### src/hw/rtl/nge_pkg.sv
package nge_pkg;

	// Stack geometry and value width.
	localparam int STACK_DEPTH = 32;
	localparam int VALUE_WIDTH = 32;

	// Index into the stack memory, and a count that can also hold STACK_DEPTH.
	localparam int IDX_W = (STACK_DEPTH > 1) ? $clog2(STACK_DEPTH) : 1;
	localparam int CNT_W = $clog2(STACK_DEPTH + 1);

	typedef logic signed [VALUE_WIDTH-1:0] value_t;
	typedef logic [IDX_W-1:0] stack_idx_t;
	typedef logic [CNT_W-1:0] stack_cnt_t;

	// Compare and push, load the new top after a pop, flush, load after a flush pop.
	typedef enum logic [1:0] {
		ST_CMP,
		ST_LOAD,
		ST_FLUSH,
		ST_FLOAD
	} back_state_t;

endpackage

### src/hw/rtl/nge_if.sv
// Input word channel: one sequence value and its end-of-sequence flag.
interface nge_item_if;
	import nge_pkg::*;

	logic   valid;
	logic   ready;
	value_t value;
	logic   last_value;

	modport source(output valid, output value, output last_value, input ready);
	modport sink(input valid, input value, input last_value, output ready);
endinterface

// Result word channel: one reported element and its next greater element.
interface nge_result_if;
	import nge_pkg::*;

	logic   valid;
	logic   ready;
	value_t element;
	value_t greater;
	logic   found;
	logic   run_end;
	logic   overflow;

	modport source(output valid, output element, output greater, output found,
		output run_end, output overflow, input ready);
	modport sink(input valid, input element, input greater, input found,
		input run_end, input overflow, output ready);
endinterface

### src/hw/rtl/nge_front.sv
module nge_front (
	input logic       clk,
	input logic       arst_n,
	nge_item_if.sink   item,
	nge_item_if.source cmd
);
	import nge_pkg::*;

	// Two-entry queue so the input side keeps accepting while the stack engine works.
	value_t     value_q [2];
	logic       last_q  [2];
	logic       wr_ptr_q;
	logic       rd_ptr_q;
	logic [1:0] fill_q;
	logic       push;
	logic       pop;

	assign item.ready = (fill_q != 2'd2);
	assign push       = item.valid && item.ready;
	assign pop        = cmd.valid && cmd.ready;

	assign cmd.valid      = (fill_q != 2'd0);
	assign cmd.value      = value_q[rd_ptr_q];
	assign cmd.last_value = last_q[rd_ptr_q];

	always_ff @(posedge clk or negedge arst_n) begin
		if (!arst_n) begin
			wr_ptr_q <= 1'b0;
			rd_ptr_q <= 1'b0;
			fill_q   <= 2'd0;
		end else begin
			if (push) begin
				wr_ptr_q <= ~wr_ptr_q;
			end
			if (pop) begin
				rd_ptr_q <= ~rd_ptr_q;
			end
			if (push && !pop) begin
				fill_q <= fill_q + 2'd1;
			end else if (pop && !push) begin
				fill_q <= fill_q - 2'd1;
			end
		end
	end

	always_ff @(posedge clk) begin
		if (push) begin
			value_q[wr_ptr_q] <= item.value;
			last_q[wr_ptr_q]  <= item.last_value;
		end
	end

endmodule

### src/hw/rtl/nge_back.sv
module nge_back (
	input logic         clk,
	input logic         arst_n,
	nge_item_if.sink     cmd,
	nge_result_if.source result
);
	import nge_pkg::*;

	// Stack storage; the top entry is also kept in top_q for the compare.
	value_t      stack_mem [STACK_DEPTH];
	value_t      rd_q;
	value_t      top_q;
	stack_cnt_t  count_q;
	logic        ovf_q;
	back_state_t st_q;
	back_state_t st_d;

	// One result is held back until it is known whether it ends the word's run.
	logic   hold_valid_q;
	value_t hold_elem_q;
	value_t hold_grt_q;
	logic   hold_found_q;

	logic   out_valid_q;
	value_t out_elem_q;
	value_t out_grt_q;
	logic   out_found_q;
	logic   out_end_q;
	logic   out_ovf_q;

	logic       out_free;
	logic       go;
	logic       is_less;
	logic       do_pop;
	logic       do_push;
	logic       do_load;
	logic       set_ovf;
	logic       produce;
	logic       finish;
	logic       move;
	value_t     new_grt;
	logic       new_found;
	stack_cnt_t below_top;
	stack_idx_t rd_addr;

	assign out_free  = !out_valid_q || result.ready;
	assign go        = !hold_valid_q || out_free;
	assign is_less   = (top_q < cmd.value);
	assign below_top = count_q - stack_cnt_t'(2);
	assign rd_addr   = below_top[IDX_W-1:0];
	assign move      = (produce || finish) && hold_valid_q;
	assign cmd.ready = finish;

	always_comb begin
		st_d      = st_q;
		do_pop    = 1'b0;
		do_push   = 1'b0;
		do_load   = 1'b0;
		set_ovf   = 1'b0;
		produce   = 1'b0;
		finish    = 1'b0;
		new_grt   = cmd.value;
		new_found = 1'b1;
		unique case (st_q)
			ST_CMP: begin
				if (cmd.valid && go) begin
					if ((count_q != '0) && is_less) begin
						do_pop  = 1'b1;
						produce = 1'b1;
						st_d    = ST_LOAD;
					end else begin
						if (count_q < stack_cnt_t'(STACK_DEPTH)) begin
							do_push = 1'b1;
						end else begin
							set_ovf = 1'b1;
						end
						if (cmd.last_value) begin
							st_d = ST_FLUSH;
						end else begin
							finish = 1'b1;
						end
					end
				end
			end
			ST_LOAD: begin
				do_load = 1'b1;
				st_d    = ST_CMP;
			end
			ST_FLUSH: begin
				if (go) begin
					if (count_q != '0) begin
						do_pop    = 1'b1;
						produce   = 1'b1;
						new_grt   = '0;
						new_found = 1'b0;
						st_d      = ST_FLOAD;
					end else begin
						finish = 1'b1;
						st_d   = ST_CMP;
					end
				end
			end
			ST_FLOAD: begin
				do_load = 1'b1;
				st_d    = ST_FLUSH;
			end
			default: begin
				st_d = ST_CMP;
			end
		endcase
	end

	always_ff @(posedge clk or negedge arst_n) begin
		if (!arst_n) begin
			st_q         <= ST_CMP;
			count_q      <= '0;
			ovf_q        <= 1'b0;
			hold_valid_q <= 1'b0;
			out_valid_q  <= 1'b0;
		end else begin
			st_q <= st_d;
			if (do_pop) begin
				count_q <= count_q - stack_cnt_t'(1);
			end else if (do_push) begin
				count_q <= count_q + stack_cnt_t'(1);
			end
			if (set_ovf) begin
				ovf_q <= 1'b1;
			end
			if (produce) begin
				hold_valid_q <= 1'b1;
			end else if (finish) begin
				hold_valid_q <= 1'b0;
			end
			if (move) begin
				out_valid_q <= 1'b1;
			end else if (result.ready) begin
				out_valid_q <= 1'b0;
			end
		end
	end

	always_ff @(posedge clk) begin
		rd_q <= stack_mem[rd_addr];
		if (do_push) begin
			stack_mem[count_q[IDX_W-1:0]] <= cmd.value;
			top_q                         <= cmd.value;
		end else if (do_load) begin
			top_q <= rd_q;
		end
		if (produce) begin
			hold_elem_q  <= top_q;
			hold_grt_q   <= new_grt;
			hold_found_q <= new_found;
		end
		if (move) begin
			out_elem_q  <= hold_elem_q;
			out_grt_q   <= hold_grt_q;
			out_found_q <= hold_found_q;
			out_end_q   <= finish;
			out_ovf_q   <= ovf_q | set_ovf;
		end
	end

	assign result.valid    = out_valid_q;
	assign result.element  = out_elem_q;
	assign result.greater  = out_grt_q;
	assign result.found    = out_found_q;
	assign result.run_end  = out_end_q;
	assign result.overflow = out_ovf_q;

endmodule

### src/hw/rtl/next_greater_element_stack.sv
// Next-greater-element engine on a monotonic stack.
// The item channel takes one signed value per word, with last_value set on the
// final value of a sequence. The result channel returns one word per reported
// element: the element, its next greater value and found, or found low when it
// had none. run_end marks the last result word caused by an input word, and
// overflow is the sticky flag that a value was dropped because the stack was full.
// A two-entry queue in the front accepts words while the stack engine works, so
// the input side only stalls once both queue entries are taken.
// Steps: a word that pops nothing and does not end a sequence needs only its
// compare step. Every pop adds a compare step and every flushed entry a flush
// step, each followed by a load step that takes the new top from the stack
// memory, whose read is registered. A word that ends a sequence adds a final
// flush step that finds the stack empty. Each result passes through the hold
// register and then the output register, since it is held until it is known
// whether it ends the run. Reset clears the stack count, the overflow flag,
// the queue and all valid flags; stack contents need no clearing.
// When the receiver stalls the output register holds its word and the engine
// stops, then the queue fills and the item channel drops ready.
module next_greater_element_stack (
	input logic         clk,
	input logic         arst_n,
	nge_item_if.sink     item,
	nge_result_if.source result
);
	import nge_pkg::*;

	// Words queued by the front and waiting for the stack engine.
	nge_item_if queue_ch ();

	nge_front u_front (
		.clk    (clk),
		.arst_n (arst_n),
		.item   (item),
		.cmd    (queue_ch.source)
	);

	// The back end owns the stack, the sticky overflow flag and the output register.
	nge_back u_back (
		.clk    (clk),
		.arst_n (arst_n),
		.cmd    (queue_ch.sink),
		.result (result)
	);

endmodule

### src/flat_wrapper.sv
// flat-port wrapper written by rule: the top's interface ports become plain ports
module next_greater_element_stack_flat import nge_pkg::*;
  (clk, arst_n, item_valid, item_value, item_last_value, item_ready, result_valid, result_element, result_greater, result_found, result_run_end, result_overflow, result_ready);
  nge_item_if item_i ();
  nge_result_if result_i ();
  input logic clk;
  input logic arst_n;
  input wire logic [$bits(item_i.valid)-1:0] item_valid;
  input wire logic [$bits(item_i.value)-1:0] item_value;
  input wire logic [$bits(item_i.last_value)-1:0] item_last_value;
  output wire logic [$bits(item_i.ready)-1:0] item_ready;
  output wire logic [$bits(result_i.valid)-1:0] result_valid;
  output wire logic [$bits(result_i.element)-1:0] result_element;
  output wire logic [$bits(result_i.greater)-1:0] result_greater;
  output wire logic [$bits(result_i.found)-1:0] result_found;
  output wire logic [$bits(result_i.run_end)-1:0] result_run_end;
  output wire logic [$bits(result_i.overflow)-1:0] result_overflow;
  input wire logic [$bits(result_i.ready)-1:0] result_ready;
  assign item_i.valid = item_valid;
  assign item_i.value = item_value;
  assign item_i.last_value = item_last_value;
  assign item_ready = item_i.ready;
  assign result_valid = result_i.valid;
  assign result_element = result_i.element;
  assign result_greater = result_i.greater;
  assign result_found = result_i.found;
  assign result_run_end = result_i.run_end;
  assign result_overflow = result_i.overflow;
  assign result_i.ready = result_ready;
  next_greater_element_stack u_core (.clk(clk), .arst_n(arst_n), .item(item_i), .result(result_i));
endmodule
### config.mk
export PLATFORM = sky130hd
export DESIGN_NAME = next_greater_element_stack_flat
export DESIGN_NICKNAME = d
export VERILOG_FILES = /design/src/hw/rtl/nge_pkg.sv /design/src/hw/rtl/nge_if.sv /design/src/hw/rtl/nge_front.sv /design/src/hw/rtl/nge_back.sv /design/src/hw/rtl/next_greater_element_stack.sv /design/src/flat_wrapper.sv
export SDC_FILE = /design/constraint.sdc
export NUM_CORES = 1
export LEC_CHECK = 0
export BUFFER_PORTS_ARGS = -buffer_cell sky130_fd_sc_hd__buf_4
export CAP_MARGIN = 10
export CELL_PAD_IN_SITES_DETAIL_PLACEMENT = 0
export CELL_PAD_IN_SITES_GLOBAL_PLACEMENT = 1
export CORE_MARGIN = 5
export CORE_UTILIZATION = 40
export DETAILED_ROUTE_END_ITERATION = 10
export PLACE_DENSITY_LB_ADDON = 0.1
export SLEW_MARGIN = 0
export SYNTH_ARGS = -nofsm -noshare
export SYNTH_HDL_FRONTEND = slang
export SYNTH_SLANG_ARGS = --single-unit
### constraint.sdc
create_clock -name clk -period 10.8 [get_ports clk]
set_clock_uncertainty 0.1 [all_clocks]
set_input_delay 1.08 -clock clk [delete_from_list [all_inputs] [get_ports clk]]
set_output_delay 1.08 -clock clk [all_outputs]
set_load 0.005 [all_outputs]
==> results of run 1 <==
## worst max-delay path, cell delays in order (launching register included)
cell	delay, ns
dfrtp_2	0.43
buf_4	0.50
mux2i_1	0.24
ha_1	0.40
nand4_1	0.18
nor4_1	0.81
o311ai_1	0.47
and4b_1	0.41
nor3_4	0.38
a31oi_1	0.27
inv_2	0.19
ha_1	0.25
a21o_1	0.16
a21oi_1	0.24
o21bai_1	0.09
a21o_1	0.21
o21ai_0	0.14
o31ai_1	0.09
a221o_1	0.27
## layout by cell type, fill, tap and decap left out, drive strengths merged, types with 32 or more instances in the layout
| cell | instances |
|---|---|
| mux2i | 34 |
| buf | 167 |
| ha | 37 |
| nor2 | 50 |
| mux4 | 320 |
| clkbuf | 183 |
| mux2 | 67 |
| clkinv | 59 |
| dfxtp | 32 |
| edfxtp | 1254 |
| inv | 52 |
## how the worst max path moves through the flow
| stage | from | endpoint | slack [ns] | cells past startpoint |
|---|---|---|---|---|
| 2_1_floorplan | u_core.u_front.rd_ptr_q | u_core.u_back.result.element[0] | 2.65 | 11 |
| 3_3_place_gp | u_core.u_front.rd_ptr_q | u_core.u_back.count_q[5] | 4.83 | 18 |
| 3_5_place_dp | u_core.u_front.rd_ptr_q | u_core.u_back.count_q[5] | 4.69 | 18 |
| 4_1_cts | u_core.u_front.rd_ptr_q | u_core.u_back.count_q[5] | 4.68 | 18 |
| 5_1_grt | u_core.u_front.rd_ptr_q | u_core.u_back.count_q[5] | 4.43 | 18 |
| 6_report | u_core.u_front.rd_ptr_q | u_core.u_back.count_q[5] | 4.82 | 18 |
## state kept, by name, summed over array words and instances (netlist names), 2 cells and up
| name | cells |
|---|---|
| u_core.u_back.rd_q | 32 |
| u_core.u_back.hold_grt_q | 32 |
| u_core.u_front.value_q | 64 |
| u_core.u_front.fill_q | 2 |
| u_core.u_back.st_q | 2 |
| u_core.u_back.count_q | 6 |
| u_core.u_back.stack_mem | 1024 |
| u_core.u_back.result.greater | 32 |
| u_core.u_front.last_q | 2 |
| u_core.u_back.result.element | 32 |
| u_core.u_back.hold_elem_q | 32 |
| u_core.u_back.top_q | 32 |
## layer usage
metal	vias up	GRT usage	wire length, um
li1	9248	-	-
met1	12100	0.265	53100
met2	694	0.283	55400
met3	160	0.0309	6600
met4	0	0.0461	2340
met5	-	0	0
## logic make-up (layout without fill, tap and decap cells)
family          Yosys count  after routing  synth area share
fa+ha+maj                38             38           0.00982
simple gates            122            122            0.0118
xor+xnor                 11             11           0.00196
buf+inv                 139            471            0.0115
flops                  1301           1301             0.786
compound gates           56             56           0.00788
mux                     421            421             0.171
## power by group through the flow
stage	clock, uW	sequential (uW)	combinational [uW]
2_1_floorplan	0	7090	3520
3_3_place_gp	0	7250	5210
3_5_place_dp	0	7260	5280
4_1_cts	4710	7150	5290
5_1_grt	4930	7200	5580
6_report	4580	7140	5170
## per-stage QoR
| stage | hold WS [ns] | util | cells | total power [uW] | area (sq um) |
|---|---|---|---|---|---|
| finish | 0.127 | 0.466 | 4045 | 16900 | 56800 |
| global route | 0.106 | 0.466 | 4045 | 17700 | 56800 |
| CTS | 0.0751 | 0.465 | 4043 | 17200 | 56800 |
| detailed placement | 0.305 | 0.429 | 3786 | 12500 | 52300 |
| global placement | 0.302 | 0.429 | 3786 | 12500 | 52300 |
| floorplan | 0.300 | - | 2088 | 10600 | 49200 |
## cell type report
cell class                 instances  area, sq um  share of cell area
sequential                      1301        38700               0.681
multi-input combinational        648        10200               0.180
clock buffer                     183         3870              0.0681
tap                             1625         2030              0.0358
timing repair buffer             167         1290              0.0227
clock inverter                    74          562             0.00989
inverter                          47          176             0.00311
==> impl_metrics.tcl, run 1 <==
set metrics [dict create \
    clkLatencyLatePin_ns 0.72 \
    postCtsHoldBufs 0 \
    combPwrFrac 0.306 \
    yosysUniqueCellTypes 55 \
    ir_worst_vdd_v 0.000250 \
    grt_pass1_vias 23100 \
    r2r_slack_ns 4.82 \
    rsz0062_at_grt "no" \
    synth-seq-area-share 0.786 \
    power_density_nw_per_um2 297 \
    cts_root_buffer "clkbuf_16" \
    ant_nets 0 \
    p_leak_uw 0.0183 \
    critical_path_class "reg -> reg" \
    fmax_mhz 167 \
    synth_area_sq_um 49200 \
    slew_headroom 0.207 \
    clkTransAtPathRegs_ns 0.07 \
    postCtsSetupRepairBufs 0 \
    synth_edf_count 1254 \
    core_area_sq_um 122000 \
    cp_max_fo 30 \
    drv_slew 0 \
    synth.avg_cell_area_sq_um 23.6 \
    cts_buffers 140 \
    grt_pass1_wl_um 169000 \
    synth_ff_type "edfxtp_1" \
    yosys_register_bits 1301 \
    worstMarginPinSlew_ns 1.19 \
    p_clk_frac 0.271 \
    setup_viol 0 \
    drt_iter0_markers 2042 \
    totalWireLength_um 117000 \
    yosysMostFrequentCell "edfxtp_1" \
    syn_nets 2163 \
    grt_overflow 0 \
    fill_cells 10000 \
    chipWidth_um 361 \
    finalCritPeriodShare 0.554 \
    diodes 0 \
    worstPathRequired_ns 11.30 \
    htree_levels 4 \
    pre_cts_ws_ns 4.69 \
    cts_resized 0 \
    grt_max_degree 146 \
    avgRoutedWirePerCell_um 29.0 \
    area_growth_pct 15.5 \
    finalHoldViolations 0 \
    ys_top_cells_by_area "edfxtp_1, mux4_2, dfxtp_1" \
    vias 22200 \
    fp-row-count 128 \
    fin_nets 2380 \
    die_y_um 361 \
    synth.top_cell.area_share 0.765 \
    synth_async_sr_flop_share 0.0115 \
    max_cap_violations 0 \
    io_buffers 105 \
    synth_common_cells "edfxtp_1, mux4_2, clkbuf_1" \
    yosys_warnings 0 \
    switchingPower_uw 5110 \
    layout_min_cycle_time_ns 5.98 \
    start_kind "flop" \
    swShare 0.303 \
    numClockSinks 1301 \
    regToRegStartpoint "u_core.u_front.rd_ptr_q" \
    start_util 0.403 \
    end_kind "flop" \
    cp.arrival_ns 6.48 \
    gp_congestion 0.760 \
    fin_tns_setup_ns 0 \
    cts_tree "built" \
    die_area_sq_um 130000 \
    remaining_drc_errors 0 \
    routed_via_density 5.48 \
    track_usage 0.180 \
    drtPass1Iterations 7 \
    clock_path_buffers 3 \
    hpwl_um 63700 \
    status "complete, no violations" \
    synth_top_area_cell "edfxtp_1" \
    drive_gt1_frac 0.332 \
    power.share.sequential 0.423 \
    synthCells 2088 \
    p_int_uw 11800 \
    boundaryPins 106 \
    timing.rr.end "u_core.u_back.count_q[5]" \
    min_path_type "in -> async" \
    antenna_found_initial 6 \
    r2r_cells 18 \
    setup_ws_ns 4.82 \
]
No activity file was read; power rests on OpenSTA's default activity.
==> run 2: changes to the inputs <==
- clock period: 10.8 -> 5.6 ns (I/O delays scaled with it)
==> run 2 against run 1 <==
Effect of this change:
- first-iteration DRC count fell by 13%
- routed wire length up 1.5%
- sequential cell count unchanged
- utilization increased by 0.63 points
- cell area rose by 1.4%
- worst setup slack lost 4.2 ns
==> impl_metrics.tcl, run 2 (synthesis results as in run 1) <==
set metrics [dict create \
    drv_slew 0 \
    gp_congestion 0.773 \
    totalWireLength_um 119000 \
    worstPathCellList "buf_12 > buf_12 > mux2i_1 > ha_1 > a21oi_1 > nor2_1 > o311ai_1 > buf_4 > and4b_1 > nor3_4 > a31oi_1 > clkinvlp_4 > ha_4 > a21o_1 > a21oi_1 > o21bai_1 > a21o_1 > o21ai_0 > o31ai_1 > a221o_1" \
    max_cap_violations 0 \
    fp-row-count 128 \
    layout_min_cycle_time_ns 4.96 \
    die_area_sq_um 130000 \
    io_buffers 105 \
    r2r_cells 20 \
    max_stage_delay_ns 0.69 \
    finalCritPeriodShare 0.886 \
    post-route-util 0.472 \
    worstPathRequired_ns 6.12 \
    grt_pass1_vias 23600 \
    setup_viol 0 \
    hpwl_um 67000 \
    diodes 0 \
    ant_nets 0 \
    endpoint "u_core.u_back.count_q[5]" \
    slew_headroom 0.171 \
    min_path_type "in -> reg" \
    ir_worst_vdd_v 0.000372 \
    clock_path_buffers 3 \
    rsz0062_at_grt "no" \
    critical_path_class "reg -> reg" \
    remaining_drc_errors 0 \
    area_growth_pct 17.1 \
    layout_commonest_cell "edfxtp_1" \
    fin_tns_setup_ns 0 \
    routed_via_density 5.44 \
    slowest_stage "dfrtp_2" \
    worstMarginPinSlew_ns 1.24 \
    cts_resized 0 \
    cts_root_buffer "clkbuf_16" \
    chipWidth_um 361 \
    seqCellArea_sq_um 38700 \
    clkLatencyLatePin_ns 0.75 \
    grt_pass1_wl_um 172000 \
    path_depth 20 \
    die_y_um 361 \
    cts_buffers 139 \
    drt_iter0_markers 1773 \
    grt_overflow 0 \
    final_cell_mix "edfxtp_1, mux4_2, buf_4" \
    drtPass1Iterations 5 \
    status "complete, no violations" \
    antenna_found_initial 5 \
    drive_gt1_frac 0.331 \
    p_leak_uw 0.0186 \
    grt_max_degree 146 \
    track_usage 0.184 \
    power.total_uw 33000 \
    start_util 0.403 \
    finalHoldViolations 0 \
    power_density_nw_per_um2 573 \
    crit_start "u_core.u_front.rd_ptr_q" \
    numClockSinks 1301 \
    crit_family "compound AO/OA/AOI/OAI gates" \
    avgRoutedWirePerCell_um 29.1 \
    cts_tree "built" \
    boundaryPins 106 \
    critPathBufInv 4 \
    largest_reg_flops 1024 \
    cp_max_fo 15 \
    start_kind "flop" \
    clkTransAtPathRegs_ns 0.06 \
    vias 22300 \
    fill_cells 9976 \
    layout.cells.non_filler 4094 \
    setup_ws_ns 0.639 \
    multi_input_area_sq_um 10200 \
    pre_cts_ws_ns 0.609 \
    regToRegStartpoint "u_core.u_front.rd_ptr_q" \
    fmax_mhz 202 \
    r2r_slack_ns 0.64 \
    end_kind "flop" \
    place_inst 3803 \
    core_area_sq_um 122000 \
    timing.rr.end "u_core.u_back.count_q[5]" \
    fin_nets 2428 \
    htree_levels 4 \
    cp.arrival_ns 5.48 \
]
==> run 2: cell types whose count changed in the layout (fill, tap and decap cells not counted), moves of 6 or more <==
cell           previous run  this run
clkbuf_8                 10         4
clkbuf_1                 28        35
clkinv_2                 27        20
dlygate4sd3_1             0        34
buf_12                    3        17
clkinv_1                 29        23
==> run 2: per-layer routing <==
metal,GRT usage,wire length [um]
met3,0.0430,8010
met1,0.260,52200
met2,0.286,55900
met4,0.0579,3180
met5,0,0
==> run 2: worst min path at each step <==
stage,cells past startpoint,to,startpoint,slack (ns)
after floorplan,0,u_core.u_back.count_q[0],arst_n,0.16
after global placement,0,u_core.u_back.result.greater[22],u_core.u_back.hold_grt_q[22],0.30
after detailed placement,0,u_core.u_back.result.element[11],u_core.u_back.hold_elem_q[11],0.30
after CTS,3,u_core.u_front.wr_ptr_q,item_valid,0.03
after global routing,3,u_core.u_front.wr_ptr_q,item_valid,0.07
final,3,u_core.u_front.wr_ptr_q,item_valid,0.10
==> run 2: area by class of cell <==
class / instances / share of cell area
repair buffers: 216 / 0.0337
flip-flops and latches: 1301 / 0.672
clock inverters: 71 / 0.0118
clock buffers: 186 / 0.0671
inverters: 47 / 0.00313
multi-input cells: 648 / 0.177
well taps: 1625 / 0.0353
==> run 2: power breakdown <==
part,switching [uW],leakage [uW],internal (uW)
clock,3670,0.00221,5410
sequential,610,0.0118,13200
combinational,5640,0.00458,4500
total,9920,0.0186,23100
==> run 2: worst reg2reg max path: stages (launching register included) <==
cell	delay [ns]
dfrtp_2	0.69
buf_12	0.24
buf_12	0.16
mux2i_1	0.32
ha_1	0.31
a21oi_1	0.15
nor2_1	0.05
o311ai_1	0.29
buf_4	0.19
and4b_1	0.29
nor3_4	0.06
a31oi_1	0.33
clkinvlp_4	0.25
ha_4	0.25
a21o_1	0.15
a21oi_1	0.22
o21bai_1	0.09
a21o_1	0.20
o21ai_0	0.15
o31ai_1	0.09
a221o_1	0.27
==> run 2: through the flow <==
step | cell area (sq um) | hold WS [ns]
6_report | 57600 | 0.103
5_1_grt | 57600 | 0.0719
4_1_cts | 57600 | 0.0259
3_5_place_dp | 52700 | 0.305
3_3_place_gp | 52700 | 0.301
2_1_floorplan | 49200 | 0.164
==> run 2: timing repair <==
| action | 4_1_cts | 5_1_grt |
|---|---|---|
| setup buffers | 0 | 0 |
| hold endpoints to repair | 81 | 0 |
| hold buffers | 34 | 0 |
| setup endpoints to repair | 0 | 0 |
